===== src/design/u8d_pkg.sv =====
`timescale 1ns / 1ps

package u8d_pkg;

   localparam int CodePointBitsDefault = 32;
   localparam int CodePointOutBits     = 32;

   typedef enum logic [1:0] {
      ST_OK         = 2'd0,
      ST_START_CONT = 2'd1,
      ST_TOO_SHORT  = 2'd2,
      ST_BAD_CONT   = 2'd3
   } status_type;

   typedef struct packed {
      logic [CodePointOutBits-1:0] code_point;
      status_type                  status;
      logic [2:0]                  bad_byte_index;
      logic [3:0]                  sequence_length;
   } result_type;

   localparam logic [7:0] LeadDataMask = 8'h7F;
   localparam logic [1:0] ContTag      = 2'b10;

   // count of leading one bits, 0..8
   function automatic logic [3:0] lead_ones(input logic [7:0] b);
      logic [3:0] n;
      logic       run;
      n   = 4'd0;
      run = 1'b1;
      for (int i = 7; i >= 0; i--) begin
         if (run && b[i]) begin
            n = n + 4'd1;
         end else begin
            run = 1'b0;
         end
      end
      return n;
   endfunction

endpackage


===== src/design/u8d_if.sv =====
`timescale 1ns / 1ps

interface u8d_req_if;
   logic       valid;
   logic       ready;
   logic [7:0] data_byte;
   logic       end_of_message;

   modport source (output valid, output data_byte, output end_of_message, input ready);
   modport sink (input valid, input data_byte, input end_of_message, output ready);
endinterface

interface u8d_rsp_if;
   logic        valid;
   logic        ready;
   logic [31:0] code_point;
   logic [1:0]  status;
   logic [2:0]  bad_byte_index;
   logic [3:0]  sequence_length;

   modport source (output valid, output code_point, output status,
                   output bad_byte_index, output sequence_length, input ready);
   modport sink (input valid, input code_point, input status,
                 input bad_byte_index, input sequence_length, output ready);
endinterface


===== src/design/u8d_decode.sv =====
`timescale 1ns / 1ps

module u8d_decode #(
   parameter int CODE_POINT_BITS = u8d_pkg::CodePointBitsDefault
) (
   input  logic                 clock,
   input  logic                 reset,
   input  logic                 go,
   input  logic [7:0]           data_byte,
   input  logic                 end_of_message,
   output logic                 emit,
   output u8d_pkg::result_type  result
);
   import u8d_pkg::*;

   logic                       at_start_ff, at_start_in;
   logic                       given_ff, given_in;
   logic [3:0]                 exp_len_ff, exp_len_in;
   logic [3:0]                 seen_ff, seen_in;
   logic [CODE_POINT_BITS-1:0] acc_ff, acc_in;
   logic [2:0]                 bad_ff, bad_in;

   logic [3:0]                          n_ones;
   logic [7:0]                          lead_bits;
   logic [CODE_POINT_BITS+CodePointOutBits-1:0] acc_ext;

   assign n_ones    = lead_ones(data_byte);
   assign lead_bits = data_byte & (LeadDataMask >> n_ones);
   assign acc_ext   = {{CodePointOutBits{1'b0}}, acc_in};

   always_comb begin
      at_start_in = at_start_ff;
      given_in    = given_ff;
      exp_len_in  = exp_len_ff;
      seen_in     = seen_ff;
      acc_in      = acc_ff;
      bad_in      = bad_ff;
      emit        = 1'b0;
      result      = '0;
      if (go) begin
         if (at_start_ff) begin
            at_start_in = 1'b0;
            given_in    = 1'b0;
            bad_in      = 3'd0;
            seen_in     = 4'd1;
            if (n_ones == 4'd1) begin
               exp_len_in    = 4'd0;
               acc_in        = '0;
               emit          = 1'b1;
               given_in      = 1'b1;
               result.status = ST_START_CONT;
            end else begin
               exp_len_in = (n_ones == 4'd0) ? 4'd1 : n_ones;
               acc_in     = {{(CODE_POINT_BITS-8){1'b0}}, lead_bits};
               if (n_ones == 4'd0) begin
                  emit                   = 1'b1;
                  given_in               = 1'b1;
                  result.status          = ST_OK;
                  result.code_point      = acc_ext[CodePointOutBits-1:0];
                  result.sequence_length = 4'd1;
               end
            end
         end else if (!given_ff) begin
            if (data_byte[7:6] != ContTag && bad_ff == 3'd0) begin
               bad_in = seen_ff[2:0];
            end
            acc_in  = {acc_ff[CODE_POINT_BITS-7:0], data_byte[5:0]};
            seen_in = seen_ff + 4'd1;
            if (seen_in >= exp_len_ff) begin
               emit     = 1'b1;
               given_in = 1'b1;
               if (bad_in != 3'd0) begin
                  result.status         = ST_BAD_CONT;
                  result.bad_byte_index = bad_in;
               end else begin
                  result.status          = ST_OK;
                  result.code_point      = acc_ext[CodePointOutBits-1:0];
                  result.sequence_length = exp_len_ff;
               end
            end
         end
         // message end: report too short if no result was given, then await a new first byte
         if (end_of_message) begin
            if (!given_in) begin
               emit          = 1'b1;
               result        = '0;
               result.status = ST_TOO_SHORT;
            end
            at_start_in = 1'b1;
            given_in    = 1'b0;
         end
      end
   end

   always_ff @(posedge clock) begin
      if (reset) begin
         at_start_ff <= 1'b1;
         given_ff    <= 1'b0;
         exp_len_ff  <= 4'd0;
         seen_ff     <= 4'd0;
         acc_ff      <= '0;
         bad_ff      <= 3'd0;
      end else begin
         at_start_ff <= at_start_in;
         given_ff    <= given_in;
         exp_len_ff  <= exp_len_in;
         seen_ff     <= seen_in;
         acc_ff      <= acc_in;
         bad_ff      <= bad_in;
      end
   end

endmodule


===== src/design/u8d_queue.sv =====
`timescale 1ns / 1ps

module u8d_queue (
   input  logic                clock,
   input  logic                reset,
   input  logic                push,
   input  u8d_pkg::result_type push_data,
   output logic                has_room,
   output logic                out_valid,
   input  logic                out_ready,
   output u8d_pkg::result_type out_data
);
   import u8d_pkg::*;

   logic [1:0] count_ff, count_in;
   result_type head_ff, head_in;
   result_type skid_ff, skid_in;
   logic       pop;

   assign pop       = out_valid && out_ready;
   assign out_valid = (count_ff != 2'd0);
   assign out_data  = head_ff;
   assign has_room  = (count_ff != 2'd2);

   always_comb begin
      head_in  = head_ff;
      skid_in  = skid_ff;
      count_in = count_ff + {1'b0, push} - {1'b0, pop};
      case (count_ff)
         2'd0: begin
            if (push) head_in = push_data;
         end
         2'd1: begin
            if (push && pop) begin
               head_in = push_data;
            end else if (push) begin
               skid_in = push_data;
            end
         end
         2'd2: begin
            if (pop) head_in = skid_ff;
         end
         default: begin
            count_in = 2'd0;
         end
      endcase
   end

   always_ff @(posedge clock) begin
      if (reset) begin
         count_ff <= 2'd0;
      end else begin
         count_ff <= count_in;
      end
   end

   always_ff @(posedge clock) begin
      head_ff <= head_in;
      skid_ff <= skid_in;
   end

endmodule


===== src/design/utf8_first_char_decoder_top.sv =====
`timescale 1ns / 1ps

// UTF-8 first character decoder. Bytes of a message come in on req, one item
// per byte, with end_of_message set on the last byte; for each message exactly
// one result item leaves on rsp: the code point of the first character with
// its sequence length, or an error status (starts with a continuation byte,
// message too short, or a bad continuation byte and its position). Bytes after
// the result are dropped until the end of the message. Throughput is one byte
// per cycle while req is not stalled: each byte passes through an input
// register, shift-and-OR decode logic that updates the per-message state,
// and a two-entry result queue. A byte leaves the input register for decode
// only while the queue has room, and its result is then pushed into the
// queue. req stalls only when two results are waiting on rsp and the input
// register holds a byte. The internal accumulator keeps CODE_POINT_BITS bits;
// the low 32 bits are reported.

module utf8_first_char_decoder_top #(
   parameter int CODE_POINT_BITS = u8d_pkg::CodePointBitsDefault
) (
   input logic     clock,
   input logic     reset,
   u8d_req_if.sink   req,
   u8d_rsp_if.source rsp
);
   import u8d_pkg::*;

   // input register
   logic       in_valid_ff, in_valid_in;
   logic [7:0] in_byte_ff;
   logic       in_eom_ff;

   logic       req_accept;
   logic       go;
   logic       q_room;
   logic       emit;
   result_type dec_result;
   result_type head;

   // byte moves into decode when the queue can take a possible result
   assign go         = in_valid_ff && q_room;
   assign req.ready  = !in_valid_ff || q_room;
   assign req_accept = req.valid && req.ready;

   always_comb begin
      in_valid_in = in_valid_ff;
      if (req_accept) begin
         in_valid_in = 1'b1;
      end else if (go) begin
         in_valid_in = 1'b0;
      end
   end

   always_ff @(posedge clock) begin
      if (reset) begin
         in_valid_ff <= 1'b0;
      end else begin
         in_valid_ff <= in_valid_in;
      end
   end

   always_ff @(posedge clock) begin
      if (req_accept) begin
         in_byte_ff <= req.data_byte;
         in_eom_ff  <= req.end_of_message;
      end
   end

   // per-message decode state and result forming
   u8d_decode #(
      .CODE_POINT_BITS(CODE_POINT_BITS)
   ) u_decode (
      .clock          (clock),
      .reset          (reset),
      .go             (go),
      .data_byte      (in_byte_ff),
      .end_of_message (in_eom_ff),
      .emit           (emit),
      .result         (dec_result)
   );

   // result register plus skid entry
   u8d_queue u_queue (
      .clock     (clock),
      .reset     (reset),
      .push      (emit),
      .push_data (dec_result),
      .has_room  (q_room),
      .out_valid (rsp.valid),
      .out_ready (rsp.ready),
      .out_data  (head)
   );

   assign rsp.code_point      = head.code_point;
   assign rsp.status          = head.status;
   assign rsp.bad_byte_index  = head.bad_byte_index;
   assign rsp.sequence_length = head.sequence_length;

   // input only backs up when results are waiting
   a_stall_needs_backlog: assert property (@(posedge clock) disable iff (reset)
      !req.ready |-> rsp.valid)
      else $error("req stalled with no result pending");

   // good results carry a length of one to eight
   a_ok_length: assert property (@(posedge clock) disable iff (reset)
      (rsp.valid && rsp.status == ST_OK) |->
         (rsp.sequence_length != 4'd0 && rsp.sequence_length <= 4'd8))
      else $error("ok result with bad sequence length");

   // errors report no code point and no length
   a_err_zero: assert property (@(posedge clock) disable iff (reset)
      (rsp.valid && rsp.status != ST_OK) |->
         (rsp.code_point == 32'd0 && rsp.sequence_length == 4'd0))
      else $error("error result with nonzero payload");

   // byte index only with a bad continuation byte
   a_bad_index: assert property (@(posedge clock) disable iff (reset)
      rsp.valid |-> ((rsp.status == ST_BAD_CONT) == (rsp.bad_byte_index != 3'd0)))
      else $error("bad byte index inconsistent with status");

endmodule

===== src/flat_wrapper.sv =====
// flat-port wrapper written by rule: the top's interface ports become plain ports
module utf8_first_char_decoder_top_flat import u8d_pkg::*;
#(
   parameter int CODE_POINT_BITS = u8d_pkg::CodePointBitsDefault
)
  (clock, reset, req_valid, req_data_byte, req_end_of_message, req_ready, rsp_valid, rsp_code_point, rsp_status, rsp_bad_byte_index, rsp_sequence_length, rsp_ready);
  u8d_req_if req_i ();
  u8d_rsp_if rsp_i ();
  input logic clock;
  input logic reset;
  input wire logic [$bits(req_i.valid)-1:0] req_valid;
  input wire logic [$bits(req_i.data_byte)-1:0] req_data_byte;
  input wire logic [$bits(req_i.end_of_message)-1:0] req_end_of_message;
  output wire logic [$bits(req_i.ready)-1:0] req_ready;
  output wire logic [$bits(rsp_i.valid)-1:0] rsp_valid;
  output wire logic [$bits(rsp_i.code_point)-1:0] rsp_code_point;
  output wire logic [$bits(rsp_i.status)-1:0] rsp_status;
  output wire logic [$bits(rsp_i.bad_byte_index)-1:0] rsp_bad_byte_index;
  output wire logic [$bits(rsp_i.sequence_length)-1:0] rsp_sequence_length;
  input wire logic [$bits(rsp_i.ready)-1:0] rsp_ready;
  assign req_i.valid = req_valid;
  assign req_i.data_byte = req_data_byte;
  assign req_i.end_of_message = req_end_of_message;
  assign req_ready = req_i.ready;
  assign rsp_valid = rsp_i.valid;
  assign rsp_code_point = rsp_i.code_point;
  assign rsp_status = rsp_i.status;
  assign rsp_bad_byte_index = rsp_i.bad_byte_index;
  assign rsp_sequence_length = rsp_i.sequence_length;
  assign rsp_i.ready = rsp_ready;
  utf8_first_char_decoder_top #(.CODE_POINT_BITS(CODE_POINT_BITS)) u_core (.clock(clock), .reset(reset), .req(req_i), .rsp(rsp_i));
endmodule

===== config.mk =====
export PLATFORM = sky130hd
export DESIGN_NAME = utf8_first_char_decoder_top_flat
export DESIGN_NICKNAME = d
export VERILOG_FILES = /design/src/design/u8d_pkg.sv /design/src/design/u8d_if.sv /design/src/design/u8d_decode.sv /design/src/design/u8d_queue.sv /design/src/design/utf8_first_char_decoder_top.sv /design/src/flat_wrapper.sv
export SDC_FILE = /design/constraint.sdc
export NUM_CORES = 1
export LEC_CHECK = 0
export ABC_AREA = 1
export BUFFER_PORTS_ARGS = -buffer_cell sky130_fd_sc_hd__buf_2
export CAP_MARGIN = 0
export CORE_MARGIN = 3
export CORE_UTILIZATION = 49
export DETAILED_ROUTE_END_ITERATION = 8
export PLACE_DENSITY_LB_ADDON = 0.05
export SYNTH_ARGS = -nofsm -noshare
export SYNTH_HDL_FRONTEND = slang
export SYNTH_SLANG_ARGS = --single-unit

===== constraint.sdc =====
create_clock -name clock -period 7.5 [get_ports clock]
set_clock_uncertainty 0.15 [all_clocks]
set_input_delay 0.75 -clock clock [delete_from_list [all_inputs] [get_ports clock]]
set_output_delay 0.75 -clock clock [all_outputs]
set_load 0.05 [all_outputs]

# Word-level counts from Yosys, hierarchy flattened
# Index checks and enable logic that the tools add are counted.
[totals] regBits=139 inputBits=13 out_inout_bits=43 elab_cells=134
[op_classes] n_addsub=10 order_cmp=1 eq_ne=9 n_shift=1 mux=65 bitwise=3 reduce_logical=27
[op_table] operator="$mux W41" n=8
[op_table] operator="$mux W32" n=5
[op_table] operator="$pmux W41 S3" n=1
[op_table] operator="$mux W34" n=2
[op_table] operator="$mux W4" n=13
[op_table] operator="$add A4 B1 Y4 const B" n=8
[op_table] operator="$mux W1" n=25
[op_table] operator="$mux W3" n=8
[op_table] operator="$logic_and A1 B1 Y1" n=12
[op_table] operator="$ne A2 B2 Y1 const B" n=6
[op_table] operator="$and A8 B8 Y8" n=1
[op_table] operator="$mux W8" n=1
[op_table] operator="$shr A7 B4 Y8 const A" n=1
[op_table] operator="$reduce_bool A3 Y1" n=2
[op_table] operator="$eq A4 B1 Y1 const B" n=1
[op_table] operator="$ge A4 B4 Y1" n=1
[op_table] operator="$logic_not A4 Y1" n=1
[op_table] operator="$mux W2" n=2
[op_table] operator="$reduce_and A2 Y1" n=2
[op_table] operator="$reduce_and A4 Y1" n=1
[op_table] operator="$reduce_bool A2 Y1" n=2
[op_table] operator="$logic_not A3 Y1" n=1
[op_table] operator="$reduce_and A3 Y1" n=1
[op_table] operator="$reduce_or A3 Y1" n=1
[op_table] operator="9 further kinds" n=10

# Longest topological paths before layout
[logic_depth] depth_word=29 depth_mapped=38 ltp_nobuf=38

# Hierarchy
# From an unflattened synthesis, not the netlist that was laid out.
[hier_totals] hier_cells=708 area_unflattened_um2=6512.5
[modules_own_cells] mod="u8d_queue" n_inst=1 cells_per_inst=238 area_per_inst_um2=3188.1 seq_area_each_um2=2502.4
[modules_own_cells] mod="u8d_decode" n_inst=1 cells_per_inst=453 area_per_inst_um2=2999.1 seq_area_each_um2=900.9
[modules_own_cells] mod="utf8_first_char_decoder_top" n_inst=1 cells_per_inst=17 area_per_inst_um2=325.3 seq_area_each_um2=290.3

# Worst setup path before layout
# Ideal clock, no wire load.
[synth_path] kind="reg2reg" from="reg u_core.in_byte_ff[6]" to="reg u_core.u_queue.skid_ff[0] (netlist name), enable pin" t_arrival_ns=5.832 t_required_ns=6.910 setup_slack_ns=1.078 path_stages_with_launch=36 path_buffers=0 path_cell_list="edfxtp_1 > nand2_2 > inv_1 > ha_1 > nor2_1 > nor2_1 > ha_1 > nand3_1 > nand2_1 > ha_1 > inv_1 > nand2_1 > nand2_1 > inv_1 > ha_1 > nand2_1 > nand2_1 > ha_1 > inv_1 > nand2_1 > and2_1 > ha_1 > inv_1 > nor2_2 > inv_2 > nand2_1 > nand2_2 > nor2_1 > nand2_1 > nand2_1 > nand2_1 > nand2_1 > ha_1 > nor2_1 > nand2_1 > nor2_1"
[synth_via] elab_chain_cells=25 elab_cells_between_ends=39 classes_between="add/sub: 6; eq/ne: 1; mux: 21; bitwise: 1; reduce/logical: 10"
[synth_lines] item="start, declared" line="utf8_first_char_decoder_top.sv:29" text="logic [7:0] in_byte_ff;"
[synth_lines] item="start signal, assigned" line="utf8_first_char_decoder_top.sv:63" text="in_byte_ff <= req.data_byte;"
[synth_lines] item="$logic_and A1 B1 Y1 (*)" line="u8d_pkg.sv:32" text="if (run && b[i]) begin"
[synth_lines] item="$mux W4 or $mux W1 (tied branches)" line="u8d_pkg.sv:32"
[synth_lines] item="$add A4 B1 Y4 or $logic_and A1 B1 Y1 (tied branches)" line="u8d_pkg.sv:33, u8d_pkg.sv:32"
[synth_lines] item="$mux W4 or $mux W1 (tied branches)" line="u8d_pkg.sv:32"
[synth_lines] item="$add A4 B1 Y4 or $logic_and A1 B1 Y1 (tied branches)" line="u8d_pkg.sv:33, u8d_pkg.sv:32"
[synth_lines] item="$mux W4 or $mux W1 (tied branches)" line="u8d_pkg.sv:32"
[synth_lines] item="$add A4 B1 Y4 or $logic_and A1 B1 Y1 (tied branches)" line="u8d_pkg.sv:33, u8d_pkg.sv:32"
[synth_lines] item="$mux W4 or $mux W1 (tied branches)" line="u8d_pkg.sv:32"
[synth_lines] item="[... 9 more ...]"
[synth_lines] item="$mux W1" line="u8d_decode.sv:41" text="if (at_start_ff) begin"
[synth_lines] item="$mux W1" line="u8d_decode.sv:40" text="if (go) begin"
[synth_lines] item="$mux W1" line="u8d_decode.sv:84" text="if (!given_in) begin"
[synth_lines] item="$mux W1 (*)" line="u8d_decode.sv:83" text="if (end_of_message) begin"
[synth_lines] item="$mux W1 (*)" line="u8d_decode.sv:40"
[synth_lines] item="$logic_and A1 B1 Y1" line="u8d_queue.sv:34" text="if (push && pop) begin"
[synth_lines] item="$not A1 Y1 (no line)"
[synth_lines] item="$reduce_and A3 Y1 (no line) (*)"
[synth_lines] item="end signal, assigned" line="u8d_queue.sv:59" text="skid_ff <= skid_in;"
[synth_lines] item="end, declared" line="u8d_queue.sv:17" text="result_type skid_ff, skid_in;"
# Every way passes the cells marked *; elsewhere a longest branch is shown, timed or not. The select of a mux whose other input is x is not followed.
# A chain may end at the register's enable or synchronous reset.

# Final worst setup path
# Same ends and word-level chain as after synthesis.

==> results.txt <==
Status -> complete, no violations
Leak -> 3.148 nW
Reg2reg setup slack -> 1.51 ns
Max Root-Sink Buffers -> 2
First-pass GRT wire length -> 22.74 mm
HPWL after DPL -> 9.536 mm
Final period util -> 79.86%
Hold EP -> u_core.u_decode.acc_ff[27]$_SDFF_PP0_
Final Slew Violations -> 0
Hold Fails Final Rpt -> 0
Total grt overflow -> 0
Seq pwr share -> 37.4%
Peak VDD IR -> 0.0002019 V
Worst Reg2Reg Path Length in Cells -> 36
Post-route ant nets -> 0
Seq/Total Area, Yosys -> 56.53%
Core area -> 12820 µm²
Post-layout minimum cycle time -> 5.989 ns
Synth async-reset ratio -> 0%
WS Path Type -> reg2reg
Die area -> 14760 µm²
Max-Cap Viols -> 0
Initial Util -> 50.95%
Post-Syn Area -> 6534 µm²
Met3 usage -> 4.429%
Vias in the first global route -> 4542
Setup Viol. Count Final -> 0
CP arrival -> 5.92 ns
Iteration-0 DRC Markers -> 379
Total Routing Usage GR -> 19.77%
Crit-path max cell delay -> 0.47 ns
Setup TNS -> 0 ns
Most frequent cells in the layout -> 163 x nand2_1, 91 x edfxtp_1, 76 x inv_1
IO Pins -> 56
# Post-CTS Setup Buffers -> 0
Clock transition at the registers of the reported paths -> 0.06 ns
Crit-path max FO -> 25
CP most frequent cell -> nand2_1
Comb pwr share -> 30.5%
Core Rows -> 41
Slew @ Worst Pin -> 0.9573 ns
Drt first pass iters -> 5
Drt wl/cell -> 15.03 µm
Initial antenna violation count -> 0
Share of cells above drive strength 1 -> 19.74%
Vias per cell -> 5.241
Met1 GRT Util -> 28.78%
WL final -> 14.01 mm
GR Util met2 -> 29.64%
Hold_sp -> u_core.u_decode.acc_ff[27]$_SDFF_PP0_
PortBufs -> 55
Yosys reg bits -> 139
Most common cell after layout, fill and taps aside -> nand2_1
CTS tree -> built
Post_cts resized -> 0
Slowest CP cell -> edfxtp_1
RR Startpoint -> u_core.in_byte_ff[6]$_DFFE_PP_
Rel. slew slack -> 36.11%
Clock sink total -> 139
Sw power -> 1.053 mW
CP Capture Type -> flip-flop
Post-synth top flop -> edfxtp_1
DR vias -> 4885
Ant diodes -> 0
Pwr/cell area -> 371.3 nW/µm²
Die width -> 121.5 µm
RSZ-0062 raised after global routing -> no
Clk network pwr share -> 32.1%
Hold buffers post-CTS -> 0
Area growth syn-to-layout -> 15.57%
CTS Root Buffer Type -> clkbuf_16
Pin count of the biggest net entering global routing -> 51
End of the worst register-to-register path -> u_core.u_queue.skid_ff[0]$_DFFE_PP_
Layout Nets -> 774
CTS buffer count -> 17
Top achievable clock speed -> 167.0 MHz
Syn nets -> 724
Clk Latency, worst-skew pair -> 0.42 ns
Post-Syn Area per Cell -> 9.374 µm²
RePlAce Congestion -> 0.8880
Switching Share -> 37.56%
Mapped Cells -> 697
Hold Crit Depth -> 2
Worst hold path type -> reg2reg
Worst Setup Start Kind -> flip-flop
Residual DRC -> 0
Hold slack -> 0.3108 ns
Netlist cell types -> 41
Global routing's busiest layer -> met2
Post-synth EDFFs -> 91
Cell Int Power -> 1.751 mW
Worst EP required -> 7.43 ns
Die height -> 121.5 µm
Synth warnings -> 0
CTS H-Tree Depth -> 4
## power groups by stage
| stage | clock network, mW | registers (mW) | logic, mW |
|---|---|---|---|
| 4_1_cts | 0.917 | 1.05 | 0.864 |
| 6_report | 0.901 | 1.05 | 0.854 |
| 5_1_grt | 0.944 | 1.06 | 0.918 |
| 2_1_floorplan | 0 | 1.43 | 0.316 |
| 3_3_place_gp | 0 | 1.06 | 0.852 |
| 3_5_place_dp | 0 | 1.06 | 0.862 |
## layout make-up
cell class                 instances  area [µm²]
tap                              172       215.2
clock buffer                      18       429.2
timing repair buffer              59       305.3
clock inverter                    14       201.4
multi-input combinational        450        2406
fill                            1157        5274
sequential                       139        3694
inverter                          80       300.3
## kinds of logic after synthesis
| logic type | synth area share [%] |
|---|---|
| AND/OR/NAND/NOR | 20.59 |
| adder cells (fa/ha/maj) | 2.681 |
| buffers and inverters | 6.836 |
| XOR/XNOR | 0.4022 |
| AO/OA/AOI/OAI | 12.96 |
| flip-flops | 56.53 |
## sequential cells by signal, indices dropped and copies added (netlist names), 2 cells and up
register,flops
u_core.u_queue.out_data,41
u_core.in_byte_ff,8
u_core.u_decode.seen_ff,4
u_core.u_decode.acc_ff,32
u_core.u_queue.skid_ff,41
u_core.u_decode.bad_ff,3
u_core.u_queue.count_ff,2
u_core.u_decode.exp_len_ff,4
## cells in the mapped netlist, types with 4 or more instances
| library cell | number | area, µm² |
|---|---|---|
| nand2_2 | 5 | 31.28 |
| buf_6 | 5 | 56.30 |
| nand3_1 | 28 | 140.1 |
| dfxtp_1 | 48 | 960.9 |
| ha_1 | 14 | 175.2 |
| o21ai_2 | 25 | 219.0 |
| nor2_1 | 67 | 251.5 |
| edfxtp_1 | 91 | 2733 |
| a211oi_1 | 4 | 30.03 |
| o22ai_1 | 5 | 31.28 |
| o211ai_1 | 26 | 195.2 |
| o21ai_0 | 16 | 80.08 |
| or2_2 | 15 | 93.84 |
| nand4_1 | 6 | 37.54 |
| clkbuf_1 | 20 | 75.07 |
| a21oi_1 | 45 | 225.2 |
| inv_1 | 76 | 285.3 |
| o21ai_1 | 5 | 25.02 |
| nand2_1 | 163 | 611.8 |
## worst max-delay path by stage
| stage | startpoint | to | depth (start not counted) |
|---|---|---|---|
| after detailed placement | u_core.in_byte_ff[6]$_DFFE_PP_ | u_core.u_queue.skid_ff[5]$_DFFE_PP_ | 36 |
| final | u_core.in_byte_ff[6]$_DFFE_PP_ | u_core.u_queue.skid_ff[0]$_DFFE_PP_ | 36 |
| after floorplan | u_core.in_byte_ff[6]$_DFFE_PP_ | u_core.u_queue.skid_ff[0]$_DFFE_PP_ | 35 |
| after CTS | u_core.in_byte_ff[6]$_DFFE_PP_ | u_core.u_queue.skid_ff[8]$_DFFE_PP_ | 36 |
| after global routing | u_core.in_byte_ff[6]$_DFFE_PP_ | u_core.u_queue.skid_ff[0]$_DFFE_PP_ | 36 |
| after global placement | u_core.in_byte_ff[6]$_DFFE_PP_ | u_core.u_queue.skid_ff[5]$_DFFE_PP_ | 36 |
## routing by layer
metal	wire length (µm)	part of all wire [%]	vias to the layer above
li1	-	-	2447
met1	6875	49	2308
met2	6300	45	117
met3	698	5.0	13
met4	136	0.97	0
met5	0	0	-
## stage by stage
stage               instances  area, µm²  power [mW]  setup slack, ns  utilization, %
finish                    932       7551       2.804            1.511           58.88
global route              932       7551       2.923            1.061           58.88
CTS                       932       7551       2.831            1.482           58.88
detailed placement        900       6920       1.926            1.485           53.96
global placement          900       6920       1.917            1.748           53.96
floorplan                 697       6534       1.742            1.078               -
## worst max-delay path, delay by kind of cell, from the launching register on
| family | cells | cell delay (ns) |
|---|---|---|
| fa+ha+maj | 7 | 1.81 |
| buf+inv | 7 | 0.76 |
| flops | 1 | 0.47 |
| simple gates | 22 | 2.45 |
No activity file was read; power rests on OpenSTA's default activity.
